===== src/dltm_pkg.sv =====
// ----------------------------------------------------------------------------
// Dense layer threshold matvec package
// Sizes, field widths, codes and saturation shared by the block and checker.
// ----------------------------------------------------------------------------
`default_nettype none

package dltm_pkg;

   localparam int MAX_ROWS     = 8;
   localparam int MAX_INPUTS   = 16;
   localparam int COLS_PER_ROW = MAX_INPUTS + 1;
   localparam int WSTORE_DEPTH = MAX_ROWS * COLS_PER_ROW;
   localparam int WADDR_W      = $clog2(WSTORE_DEPTH);

   localparam int ROW_IDX_W  = (MAX_ROWS > 1) ? $clog2(MAX_ROWS) : 1;
   localparam int ROW_CNT_W  = $clog2(MAX_ROWS + 1);
   localparam int STEP_W     = $clog2(MAX_ROWS + 2);
   localparam int ELEM_W     = (MAX_INPUTS > 1) ? $clog2(MAX_INPUTS) : 1;
   localparam int IN_CNT_W   = $clog2(MAX_INPUTS + 1);

   localparam int WROW_W      = 3;
   localparam int WCOL_W      = 5;
   localparam int VALUE_W     = 16;
   localparam int OUT_ROW_W   = 3;
   localparam int OUT_VALUE_W = 40;
   localparam int ACC_W       = 40;
   localparam int PROD_W      = 2 * VALUE_W;
   localparam int THR_SHIFT   = 12;

   localparam int ROWS_CFG_W   = 4;
   localparam int INPUTS_CFG_W = 5;
   localparam int CSR_IDX_W    = 1;
   localparam int CSR_DATA_W   = 5;

   localparam logic [ROWS_CFG_W-1:0]   ROWS_RESET   = 4'd8;
   localparam logic [INPUTS_CFG_W-1:0] INPUTS_RESET = 5'd16;

   localparam logic [CSR_IDX_W-1:0] REG_ROWS_IN_USE   = 1'b0;
   localparam logic [CSR_IDX_W-1:0] REG_INPUTS_IN_USE = 1'b1;

   typedef enum logic {
      CMD_WRITE = 1'b0,
      CMD_FEED  = 1'b1
   } cmd_type;

   typedef enum logic [1:0] {
      ST_IDLE,
      ST_MAC,
      ST_EMIT
   } state_type;

   function automatic logic signed [ACC_W-1:0] sat_acc(input logic signed [ACC_W:0] v);
      logic signed [ACC_W-1:0] res;
      if (v[ACC_W] != v[ACC_W-1]) begin
         res = v[ACC_W] ? {1'b1, {(ACC_W-1){1'b0}}} : {1'b0, {(ACC_W-1){1'b1}}};
      end else begin
         res = v[ACC_W-1:0];
      end
      return res;
   endfunction

endpackage

`default_nettype wire


===== src/dltm_ram.sv =====
// ----------------------------------------------------------------------------
// Generic RAM
// One write port and one read port with registered read data.
// ----------------------------------------------------------------------------
`default_nettype none

module dltm_ram #(
   parameter int WIDTH = 16,
   parameter int DEPTH = 136,
   localparam int ADDR_W = (DEPTH > 1) ? $clog2(DEPTH) : 1
) (
   input  logic              clock,
   input  logic              wr_en,
   input  logic [ADDR_W-1:0] wr_addr,
   input  logic [WIDTH-1:0]  wr_data,
   input  logic              rd_en,
   input  logic [ADDR_W-1:0] rd_addr,
   output logic [WIDTH-1:0]  rd_data
);

   logic [WIDTH-1:0] mem [DEPTH];

   always_ff @(posedge clock) begin
      if (wr_en) begin
         mem[wr_addr] <= wr_data;
      end
      if (rd_en) begin
         rd_data <= mem[rd_addr];
      end
   end

endmodule

`default_nettype wire


===== src/dense_layer_threshold_matvec.sv =====
// ----------------------------------------------------------------------------
// Dense layer threshold matvec
// Fully connected layer forward pass over one input column, with a per-row
// threshold subtracted and the result saturated to signed Q16.24 in 40 bits.
// ----------------------------------------------------------------------------
// A weight write (req_cmd = 0) is taken while busy stays low. A feed
// (req_cmd = 1) holds busy while the element runs through the weight RAM
// read port and the one shared multiplier and accumulator, one row per
// cycle. A feed that completes the column then holds busy through a further
// pass over the rows, reading each row threshold from the same RAM port; the
// results then leave one per cycle on rsp_strobe, rows in ascending order,
// rsp_last on the final row. The receiver cannot stall, so every strobed
// result must be taken in its cycle. Weights must be written before they
// are used; an unwritten weight word reads as garbage.
`default_nettype none

module dense_layer_threshold_matvec (
   input  logic                                     clock,
   input  logic                                     reset,
   input  logic                                     start,
   output logic                                     busy,
   input  logic                                     req_cmd,
   input  logic [dltm_pkg::WROW_W-1:0]              req_weight_row,
   input  logic [dltm_pkg::WCOL_W-1:0]              req_weight_col,
   input  logic signed [dltm_pkg::VALUE_W-1:0]      req_value,
   output logic                                     rsp_strobe,
   output logic [dltm_pkg::OUT_ROW_W-1:0]           rsp_out_row,
   output logic signed [dltm_pkg::OUT_VALUE_W-1:0]  rsp_out_value,
   output logic                                     rsp_last,
   input  logic                                     csr_valid,
   output logic                                     csr_ready,
   input  logic [dltm_pkg::CSR_IDX_W-1:0]           csr_index,
   input  logic [dltm_pkg::CSR_DATA_W-1:0]          csr_wdata
);

   import dltm_pkg::*;

   state_type                   state_ff, state_in;
   logic [ROWS_CFG_W-1:0]       rows_cfg_ff;
   logic [INPUTS_CFG_W-1:0]     inputs_cfg_ff;
   logic [ROW_CNT_W-1:0]        rows_ff;
   logic [ELEM_W-1:0]           elem_ff;
   logic [ELEM_W-1:0]           ec_ff;
   logic                        col_end_ff;
   logic signed [VALUE_W-1:0]   value_ff;
   logic [STEP_W-1:0]           step_ff, step_in;
   logic                        s1_vld_ff;
   logic [ROW_IDX_W-1:0]        s1_row_ff;
   logic                        s2_vld_ff;
   logic [ROW_IDX_W-1:0]        s2_row_ff;
   logic signed [PROD_W-1:0]    prod_ff, prod_in;
   logic signed [ACC_W-1:0]     acc_ff [MAX_ROWS];
   logic                        out_strobe_ff;
   logic [OUT_ROW_W-1:0]        out_row_ff;
   logic signed [ACC_W-1:0]     out_value_ff, out_value_in;
   logic                        out_last_ff;

   logic                        accept;
   logic                        feed_go;
   logic                        wr_go;
   logic [ROW_CNT_W-1:0]        rows_use;
   logic [IN_CNT_W-1:0]         inputs_use;
   logic [IN_CNT_W-1:0]         ec_next_cnt;
   logic                        col_end;
   logic                        issue_vld;
   logic [ROW_IDX_W-1:0]        issue_row;
   logic                        mac_done;
   logic                        emit_done;
   logic [WADDR_W-1:0]          rd_addr;
   logic [WADDR_W-1:0]          wr_addr;
   logic signed [VALUE_W-1:0]   w_rdata;
   logic [ROW_IDX_W-1:0]        acc_idx;
   logic signed [ACC_W-1:0]     acc_rd;
   logic signed [ACC_W:0]       thr_ext;
   logic signed [ACC_W-1:0]     acc_sum;

   assign busy      = (state_ff != ST_IDLE);
   assign csr_ready = !busy;
   assign accept    = start && !busy;
   assign feed_go   = accept && (req_cmd == CMD_FEED);
   assign wr_go     = accept && (req_cmd == CMD_WRITE)
                      && (int'(req_weight_row) < MAX_ROWS)
                      && (int'(req_weight_col) <= MAX_INPUTS);

   always_comb begin
      if (rows_cfg_ff == '0) begin
         rows_use = ROW_CNT_W'(1);
      end else if (int'(rows_cfg_ff) > MAX_ROWS) begin
         rows_use = ROW_CNT_W'(MAX_ROWS);
      end else begin
         rows_use = ROW_CNT_W'(rows_cfg_ff);
      end
      if (inputs_cfg_ff == '0) begin
         inputs_use = IN_CNT_W'(1);
      end else if (int'(inputs_cfg_ff) > MAX_INPUTS) begin
         inputs_use = IN_CNT_W'(MAX_INPUTS);
      end else begin
         inputs_use = IN_CNT_W'(inputs_cfg_ff);
      end
   end

   assign ec_next_cnt = IN_CNT_W'(ec_ff) + IN_CNT_W'(1);
   assign col_end     = (ec_next_cnt >= inputs_use);

   // sequencer outputs
   always_comb begin
      issue_vld = ((state_ff == ST_MAC) || (state_ff == ST_EMIT))
                  && (step_ff < STEP_W'(rows_ff));
      issue_row = ROW_IDX_W'(step_ff);
      mac_done  = (state_ff == ST_MAC) && (step_ff == STEP_W'(rows_ff) + STEP_W'(1));
      emit_done = (state_ff == ST_EMIT) && (step_ff == STEP_W'(rows_ff));
      rd_addr   = WADDR_W'(issue_row) * WADDR_W'(COLS_PER_ROW);
      if (state_ff == ST_MAC) begin
         rd_addr = rd_addr + WADDR_W'(elem_ff) + WADDR_W'(1);
      end
   end

   // next state
   always_comb begin
      state_in = state_ff;
      case (state_ff)
         ST_IDLE: begin
            if (feed_go) begin
               state_in = ST_MAC;
            end
         end
         ST_MAC: begin
            if (mac_done) begin
               state_in = col_end_ff ? ST_EMIT : ST_IDLE;
            end
         end
         ST_EMIT: begin
            if (emit_done) begin
               state_in = ST_IDLE;
            end
         end
         default: begin
            state_in = ST_IDLE;
         end
      endcase
   end

   assign step_in = (state_in != state_ff) ? '0 : (step_ff + STEP_W'(1));

   assign wr_addr = WADDR_W'(req_weight_row) * WADDR_W'(COLS_PER_ROW)
                    + WADDR_W'(req_weight_col);

   dltm_ram #(
      .WIDTH (VALUE_W),
      .DEPTH (WSTORE_DEPTH)
   ) u_weight_ram (
      .clock   (clock),
      .wr_en   (wr_go),
      .wr_addr (wr_addr),
      .wr_data (req_value),
      .rd_en   (issue_vld),
      .rd_addr (rd_addr),
      .rd_data (w_rdata)
   );

   assign acc_idx = (state_ff == ST_EMIT) ? s1_row_ff : s2_row_ff;
   assign acc_rd  = acc_ff[acc_idx];
   assign prod_in = w_rdata * value_ff;
   assign acc_sum = sat_acc((ACC_W+1)'(acc_rd) + (ACC_W+1)'(prod_ff));
   assign thr_ext = (ACC_W+1)'(w_rdata);
   assign out_value_in = sat_acc((ACC_W+1)'(acc_rd) - (thr_ext <<< THR_SHIFT));

   always_ff @(posedge clock) begin
      if (reset) begin
         state_ff      <= ST_IDLE;
         step_ff       <= '0;
         rows_cfg_ff   <= ROWS_RESET;
         inputs_cfg_ff <= INPUTS_RESET;
         ec_ff         <= '0;
         s1_vld_ff     <= 1'b0;
         s2_vld_ff     <= 1'b0;
         out_strobe_ff <= 1'b0;
      end else begin
         state_ff      <= state_in;
         step_ff       <= step_in;
         s1_vld_ff     <= issue_vld;
         s2_vld_ff     <= s1_vld_ff && (state_ff == ST_MAC);
         out_strobe_ff <= s1_vld_ff && (state_ff == ST_EMIT);
         if (csr_valid && csr_ready) begin
            case (csr_index)
               REG_ROWS_IN_USE:   rows_cfg_ff   <= csr_wdata[ROWS_CFG_W-1:0];
               REG_INPUTS_IN_USE: inputs_cfg_ff <= csr_wdata[INPUTS_CFG_W-1:0];
               default: begin
               end
            endcase
         end
         if (feed_go) begin
            ec_ff <= col_end ? '0 : ELEM_W'(ec_next_cnt);
         end
      end
   end

   always_ff @(posedge clock) begin
      if (feed_go) begin
         rows_ff    <= rows_use;
         elem_ff    <= ec_ff;
         col_end_ff <= col_end;
         value_ff   <= req_value;
      end
      s1_row_ff    <= issue_row;
      s2_row_ff    <= s1_row_ff;
      prod_ff      <= prod_in;
      out_row_ff   <= OUT_ROW_W'(s1_row_ff);
      out_value_ff <= out_value_in;
      out_last_ff  <= (ROW_CNT_W'(s1_row_ff) == rows_ff - ROW_CNT_W'(1));
   end

   always_ff @(posedge clock) begin
      if (reset) begin
         for (int r = 0; r < MAX_ROWS; r++) begin
            acc_ff[r] <= '0;
         end
      end else if (feed_go && (ec_ff == '0)) begin
         for (int r = 0; r < MAX_ROWS; r++) begin
            acc_ff[r] <= '0;
         end
      end else if (s2_vld_ff) begin
         acc_ff[s2_row_ff] <= acc_sum;
      end
   end

   assign rsp_strobe    = out_strobe_ff;
   assign rsp_out_row   = out_row_ff;
   assign rsp_out_value = OUT_VALUE_W'(out_value_ff);
   assign rsp_last      = out_last_ff;

endmodule

`default_nettype wire


===== config.mk =====
export PLATFORM = sky130hd
export DESIGN_NAME = dense_layer_threshold_matvec
export DESIGN_NICKNAME = d
export VERILOG_FILES = /design/src/dltm_pkg.sv /design/src/dltm_ram.sv /design/src/dense_layer_threshold_matvec.sv
export SDC_FILE = /design/constraint.sdc
export NUM_CORES = 2
export LEC_CHECK = 0
export BUFFER_PORTS_ARGS = -buffer_cell sky130_fd_sc_hd__clkbuf_2
export CAP_MARGIN = 10
export CORE_MARGIN = 1.5
export CORE_UTILIZATION = 38
export DETAILED_ROUTE_END_ITERATION = 8
export HOLD_SLACK_MARGIN = 0.15
export PLACE_DENSITY = 0.57
export SLEW_MARGIN = 20
export SYNTH_ARGS = -nofsm -noshare
export SYNTH_HDL_FRONTEND = slang
export SYNTH_SLANG_ARGS = --single-unit
export TNS_END_PERCENT = 1

===== constraint.sdc =====
create_clock -name clock -period 18.2 [get_ports clock]
set_clock_uncertainty 0.1 [all_clocks]
set_input_delay 3.64 -clock clock [delete_from_list [all_inputs] [get_ports clock]]
set_output_delay 3.64 -clock clock [all_outputs]
set_load 0.05 [all_outputs]

-- After elaboration in Yosys (flattened, before gate mapping)
Memories as Yosys holds them, arrays and structs flattened. A register that Yosys moved wholly into a read port is not among the register bits.
Index checks and enable logic that the tools add are counted.
- memories: 2
- logic and storage cells: 115
- bits in writable memories: 2496
- register bits after elaboration: 126
- input bits: 35
- output and inout bits: 47
- memory list (name ; depth ; bits a word ; read ports ; clocked after Yosys merged registers in ; write ports ; RTL line ; RTL):
    u_weight_ram.mem ; 136 ; 16 ; 1 ; 1 ; 1 ; dltm_ram.sv:21 ; logic [WIDTH-1:0] mem [DEPTH];
    acc_ff ; 8 ; 40 ; 1 ; 0 ; 8 ; dense_layer_threshold_matvec.sv:52 ; logic signed [ACC_W-1:0] acc_ff [MAX_ROWS];
- muxes and demuxes: 37
- equal/unequal tests: 8
- bitwise logic cells: 10
- reductions and logical operators: 23
- order comparisons: 5
- $add $sub $neg: 9
- multiply operators: 3
- operators with widths (operator ; number):
    2-to-1 mux 40 bit ; 13
    adder 40 x 32 -> 41 bit ; 1
    subtractor 40 x 28 -> 41 bit ; 1
    OR reduction 40 bit ; 1
    multiplier 16 x 16 -> 32 bit ; 1
    multiplier 3 x 5 -> 8 bit (second input constant) ; 2
    2-to-1 mux 1 bit ; 12
    logical AND 1 bit ; 11
    2-to-1 mux 5 bit ; 2
    adder 4 x 1 -> 4 bit (second input constant) ; 2
    adder 8 x 1 -> 8 bit (second input constant) ; 1
    adder 8 x 4 -> 8 bit ; 1
    adder 8 x 5 -> 8 bit ; 1
    equality test 4 bit ; 2
    zero test 4 bit ; 2
    2-to-1 mux 2 bit ; 4
    2-to-1 mux 4 bit ; 2
    2-to-1 mux 8 bit ; 1
    bitwise OR 1 bit ; 8
    2-to-1 mux 3 bit ; 2
    case mux 2 bit (3 select lines) ; 1
    adder 4 x 1 -> 5 bit (second input constant) ; 1
    greater-or-equal comparator 5 bit ; 1
    > comparator 5 bit (second input constant) ; 1
    other kinds (17) ; 21

-- Depth between registers and ports, before layout
- depth in word-level cells: 10
- gate-level depth with buffers: 24
- gate-level depth less buffers: 23

-- Hierarchy
From an unflattened synthesis, not the netlist that was laid out.
- cells, all modules: 7015
- area, all modules: 118217.1 µm²
- modules (own cells, without submodules) (module ; times used ; sequential area each (µm²) ; area an instance (µm²) ; cells an instance):
    dltm_ram ; 1 ; 65823.1 ; 84913.9 ; 3985
    dense_layer_threshold_matvec ; 1 ; 12381.9 ; 33303.2 ; 3030

-- Worst setup path before layout
No wires, ideal clock.
- path kind: input port to flip-flop
- start point: input req_weight_row[1] in the netlist's numbering
- end point: memory u_weight_ram.mem[80][0], enable pin
- setup time: 388 ps
- stages: 13
- slack: 11148 ps
- arrival time: 6564 ps
- required time: 17712 ps
- path buffers: 2
- cells stage by stage: ha_1 > ha_1 > inv_1 > fa_1 > nor2b_1 > o21ai_1 > nor2b_1 > and2_1 > a21oi_1 > or2_2 > clkbuf_1 > clkbuf_1 > nor2_1
- word-level cells in the longest chain between the ends: 2
- RTL lines (element ; RTL line ; RTL):
    from (decl) ; dense_layer_threshold_matvec.sv:23 ; input logic [dltm_pkg::WROW_W-1:0] req_weight_row,
    multiplier 3 x 5 -> 8 bit ; dense_layer_threshold_matvec.sv:145 ; assign wr_addr = WADDR_W'(req_weight_row) * WADDR_W'(COLS_PER_ROW)
    adder 8 x 5 -> 8 bit ; dense_layer_threshold_matvec.sv:146 ; + WADDR_W'(req_weight_col);
    to (decl) ; dltm_ram.sv:21 ;
Every way passes these cells.

-- Worst setup path in the final report
- start point: register state_ff[0]
- end point: register out_value_ff[21] (netlist: rsp_out_value[21])
- word-level cells in the longest chain between the ends: 6
- elaborated cells between the ends (all ways): 7
- those cells by class: add/sub (1); eq/ne (2); mux (3); memory (1)
- RTL lines (element ; RTL line ; RTL):
    from (decl) ; dense_layer_threshold_matvec.sv:38 ; state_type state_ff, state_in;
    from (signal assigned) ; dense_layer_threshold_matvec.sv:179 ; state_ff <= state_in;
    equality test 2 bit (*) ; dense_layer_threshold_matvec.sv:161 ; assign acc_idx = (state_ff == ST_EMIT) ? s1_row_ff : s2_row_ff;
    2-to-1 mux 3 bit (*) ; dense_layer_threshold_matvec.sv:161 ;
    memory read (8 x 40 bit) (*) ; n/a ;
    subtractor 40 x 28 -> 41 bit (*) ; dense_layer_threshold_matvec.sv:166 ; assign out_value_in = sat_acc((ACC_W+1)'(acc_rd) - (thr_ext <<< THR_SHIFT));
    2-to-1 mux 40 bit / inequality test 1 bit (equally long branches) ; dltm_pkg.sv:55, dltm_pkg.sv:54 ;
    2-to-1 mux 40 bit (*) ; dltm_pkg.sv:54 ; if (v[ACC_W] != v[ACC_W-1]) begin
    via out_value_in[21] ; dense_layer_threshold_matvec.sv:55 ; logic signed [ACC_W-1:0] out_value_ff, out_value_in;
    to (signal assigned) ; dense_layer_threshold_matvec.sv:209 ; out_value_ff <= out_value_in;
    to (decl) ; dense_layer_threshold_matvec.sv:55 ;
The timed path passes the listed nets; every way through them passes the cells marked *.
A chain may end at the register's enable or synchronous reset.

==> flow_metrics.tcl <==
set metrics [dict create \
    synth.largest_area_cell "edfxtp_1" \
    grt_pass1_vias 65026 \
    final_hold_viol_count 0 \
    finalCriticalPeriod_ns 7.91 \
    critPathMaxFanout 51 \
    gp_routability_congestion 0.920 \
    clockBufferDepth 4 \
    r2r_start "state_ff[0]" \
    critical_path.top_delay_family "compound AO/OA/AOI/OAI gates" \
    cp_slowest_cell "a31oi_4" \
    place.port_buffers 81 \
    cts_hold_buf 0 \
    synthTopCellsByCount "2537 x edfxtp_1, 759 x nand2_1, 628 x mux4_2" \
    fin_util_pct 43.2 \
    internal-power_w 0.0129 \
    grt_use_total_pct 19.8 \
    netlist.area_leader.share_pct 65.4 \
    fin_nets 7735 \
    min-delay-path-class "reg -> reg" \
    clk_pin_slew_ns 0.06 \
    synth_cell_types 79 \
    clkLatencyLatePin_ns 0.92 \
    areaGrowthSynthToFinish_pct 13.3 \
    grt_pass1_wl_um 452000 \
    required_ns 18.78 \
    path_class "reg -> reg" \
    max_slew.worst_pin.slew_ns 1.32 \
    synth-seq-cells 2638 \
    syn_avg_cell_area_um2 16.6 \
    synth-edff-count 2537 \
    max-slew-margin-rel_pct 10.9 \
    drive_gt1_share_pct 19.7 \
    syn_area_um2 117000 \
    synthCells 7000 \
    drc 0 \
    yosysWarnings 0 \
    first_pass_iters 5 \
    synthArstFlopShare_pct 0 \
    crit_arrival_ns 8.49 \
    clock_sinks 2638 \
    critPathMaxStageDelay_ns 0.86 \
    ys_seq_area_share_pct 67.1 \
    crit_start "state_ff[0]" \
    cts_setup_buffers 0 \
    tns_ns 0 \
    outcome "finished, final reports clean" \
    routed_wl_um 310000 \
    fmax_mhz 126 \
    place_area_um2 123000 \
    min-delay-start "s1_row_ff[2]" \
    synth_ff_type "edfxtp_1" \
    dp.cells 11067 \
    period_share_pct 43.5 \
    setup_viol 0 \
    p_clk_share_pct 28.4 \
    drtIter0Drc 7256 \
    cts_buffers 286 \
    ant_nets 0 \
    pwr-share-comb_pct 36.2 \
    drv_slew 0 \
    num_vias 63778 \
    post_cts_resize_count 0 \
    switching_share_pct 34.6 \
    power_frac_seq_pct 35.5 \
    rsz0062_at_grt "false" \
    post-synth-top-count-cell "edfxtp_1" \
    cts_tree "built" \
    cts_root_buf "clkbuf_16" \
    ir_drop_mv 0.318 \
    die_area_um2 310000 \
    whs_ns 0.337 \
    core_area_um2 306000 \
    antenna_found_initial 15 \
    vias_per_cell 5.50 \
    cp-start-kind "flop" \
    htreeDepth 5 \
    total_leakage_power_nw 45.2 \
    dpl.hpwl_um 188000 \
    instances_no_fill 11587 \
    crit_path_end_kind "flop" \
    final_area_um2 132000 \
    wl_per_cell_um 26.7 \
    grt_max_degree 107 \
    rows 203 \
    start_util_pct 38.1 \
    overflow 0 \
    die_w_um 557 \
    fillCellCount 26900 \
    syn_nets 7480 \
    power.density_nw_per_um2 149 \
    synth.area.top_cells "edfxtp_1 65%, mux4_2 12%, fa_1 4.6%, nand2_1 2.4%, ha_1 1.9%" \
    ioPinCount 82 \
    path_buf_inv 3 \
    maxCapViolCount 0 \
    fp.dieH_um 557 \
    crit_chain "inv_1, ha_1, mux2i_4, buf_4, buf_4, mux4_2, mux2_2, ha_1, nor2b_1, o31a_1, o311ai_1, o31ai_1, a221oi_1, o311ai_0, a21oi_1, nor3_1, a31oi_4, o21ai_0" \
    p_sw_w 0.00680 \
]
==> state kept, by name (all words and copies together), names as in the netlist, 2 cells and up <==
| signal | cells |
|---|---|
| rows_ff | 4 |
| state_ff | 2 |
| acc_ff | 320 |
| step_ff | 4 |
| ec_ff | 4 |
| rows_cfg_ff | 4 |
| elem_ff | 4 |
| u_weight_ram.mem | 2176 |
| prod_ff | 32 |
| value_ff | 16 |
| u_weight_ram.rd_data | 16 |
| inputs_cfg_ff | 5 |
| s1_row_ff | 3 |
| rsp_out_value | 40 |
| rsp_out_row | 3 |
==> placed cells by master, fill, tap and decap left out, types with 18 or more instances in the layout <==
master / netlist / routed
clkbuf_2: 0 / 65
nand2_1: 759 / 747
a21o_1: 35 / 35
nor2b_1: 18 / 18
clkbuf_1: 232 / 66
o21ai_0: 104 / 102
ha_1: 179 / 178
a211oi_2: 22 / 22
clkinv_1: 1 / 60
fa_1: 266 / 266
inv_1: 355 / 355
mux2_2: 28 / 27
xor2_1: 38 / 38
a31oi_1: 24 / 22
nand3_1: 130 / 126
nor2_1: 395 / 391
nand4_1: 26 / 26
nand2b_1: 24 / 24
dfxtp_1: 101 / 101
clkinv_2: 0 / 41
mux4_2: 628 / 628
buf_4: 1 / 244
and3_1: 99 / 99
clkbuf_16: 0 / 290
and2_1: 132 / 132
xnor2_1: 77 / 74
nor3_1: 180 / 179
a311oi_1: 75 / 75
a21oi_1: 175 / 173
mux2i_1: 25 / 21
edfxtp_1: 2537 / 2537
==> power by group through the flow <==
stage	Clock [W]	Combinational (W)	Sequential (W)
4_1_cts	0.00568	0.00721	0.00697
6_report	0.00558	0.00711	0.00697
3_5_place_dp	0	0.00713	0.00710
5_1_grt	0.00591	0.00789	0.00698
3_3_place_gp	0	0.00710	0.00710
2_1_floorplan	0	0.00510	0.00720
==> layer usage <==
layer  vias to the layer above  part of all wire [%]  track usage (%)
met5                         -                0.0042                0
met4                         2                   3.9             7.48
met3                       486                   6.6             2.71
met2                      2276                    48             31.9
met1                     33651                    42             27.4
li1                      27363                     -                -
==> kinds of logic after synthesis <==
kind of cell,Yosys count,share of synthesized area (%)
AOI/OAI and AO/OA,596,3.57
DFF,2638,67.1
and+or+nand+nor,1803,6.92
adders and majority gates,445,6.49
xor gates and xnor gates,115,0.864
muxes,681,12.6
buffers and inverters,722,2.41
==> final timing paths <==
kind,cells past startpoint,slack [ns],to
setup / recovery,18,10.29,rsp_out_value[21]
hold reg to reg,0,0.34,rsp_out_row[2]
hold / removal,0,0.34,rsp_out_row[2]
setup reg to reg,18,10.29,rsp_out_value[21]
==> cell type report <==
type	count	area [µm²]	share of cell area, %
tap	4100	5130	3.89
inverter	356	1340	1.01
timing repair buffer	333	2510	1.90
multi-input combinational	3640	35800	27.1
clock inverter	153	1380	1.05
antenna	4	10.0	0.00759
sequential	2638	78200	59.3
clock buffer	363	7600	5.76
==> metrics by stage <==
step	worst slack, ns	total power, W
floorplan	11.15	0.0123
global placement	9.79	0.0142
detailed placement	9.75	0.0142
CTS	10.33	0.0199
global route	9.77	0.0208
finish	10.29	0.0197
(Power assumes the default switching activity.)
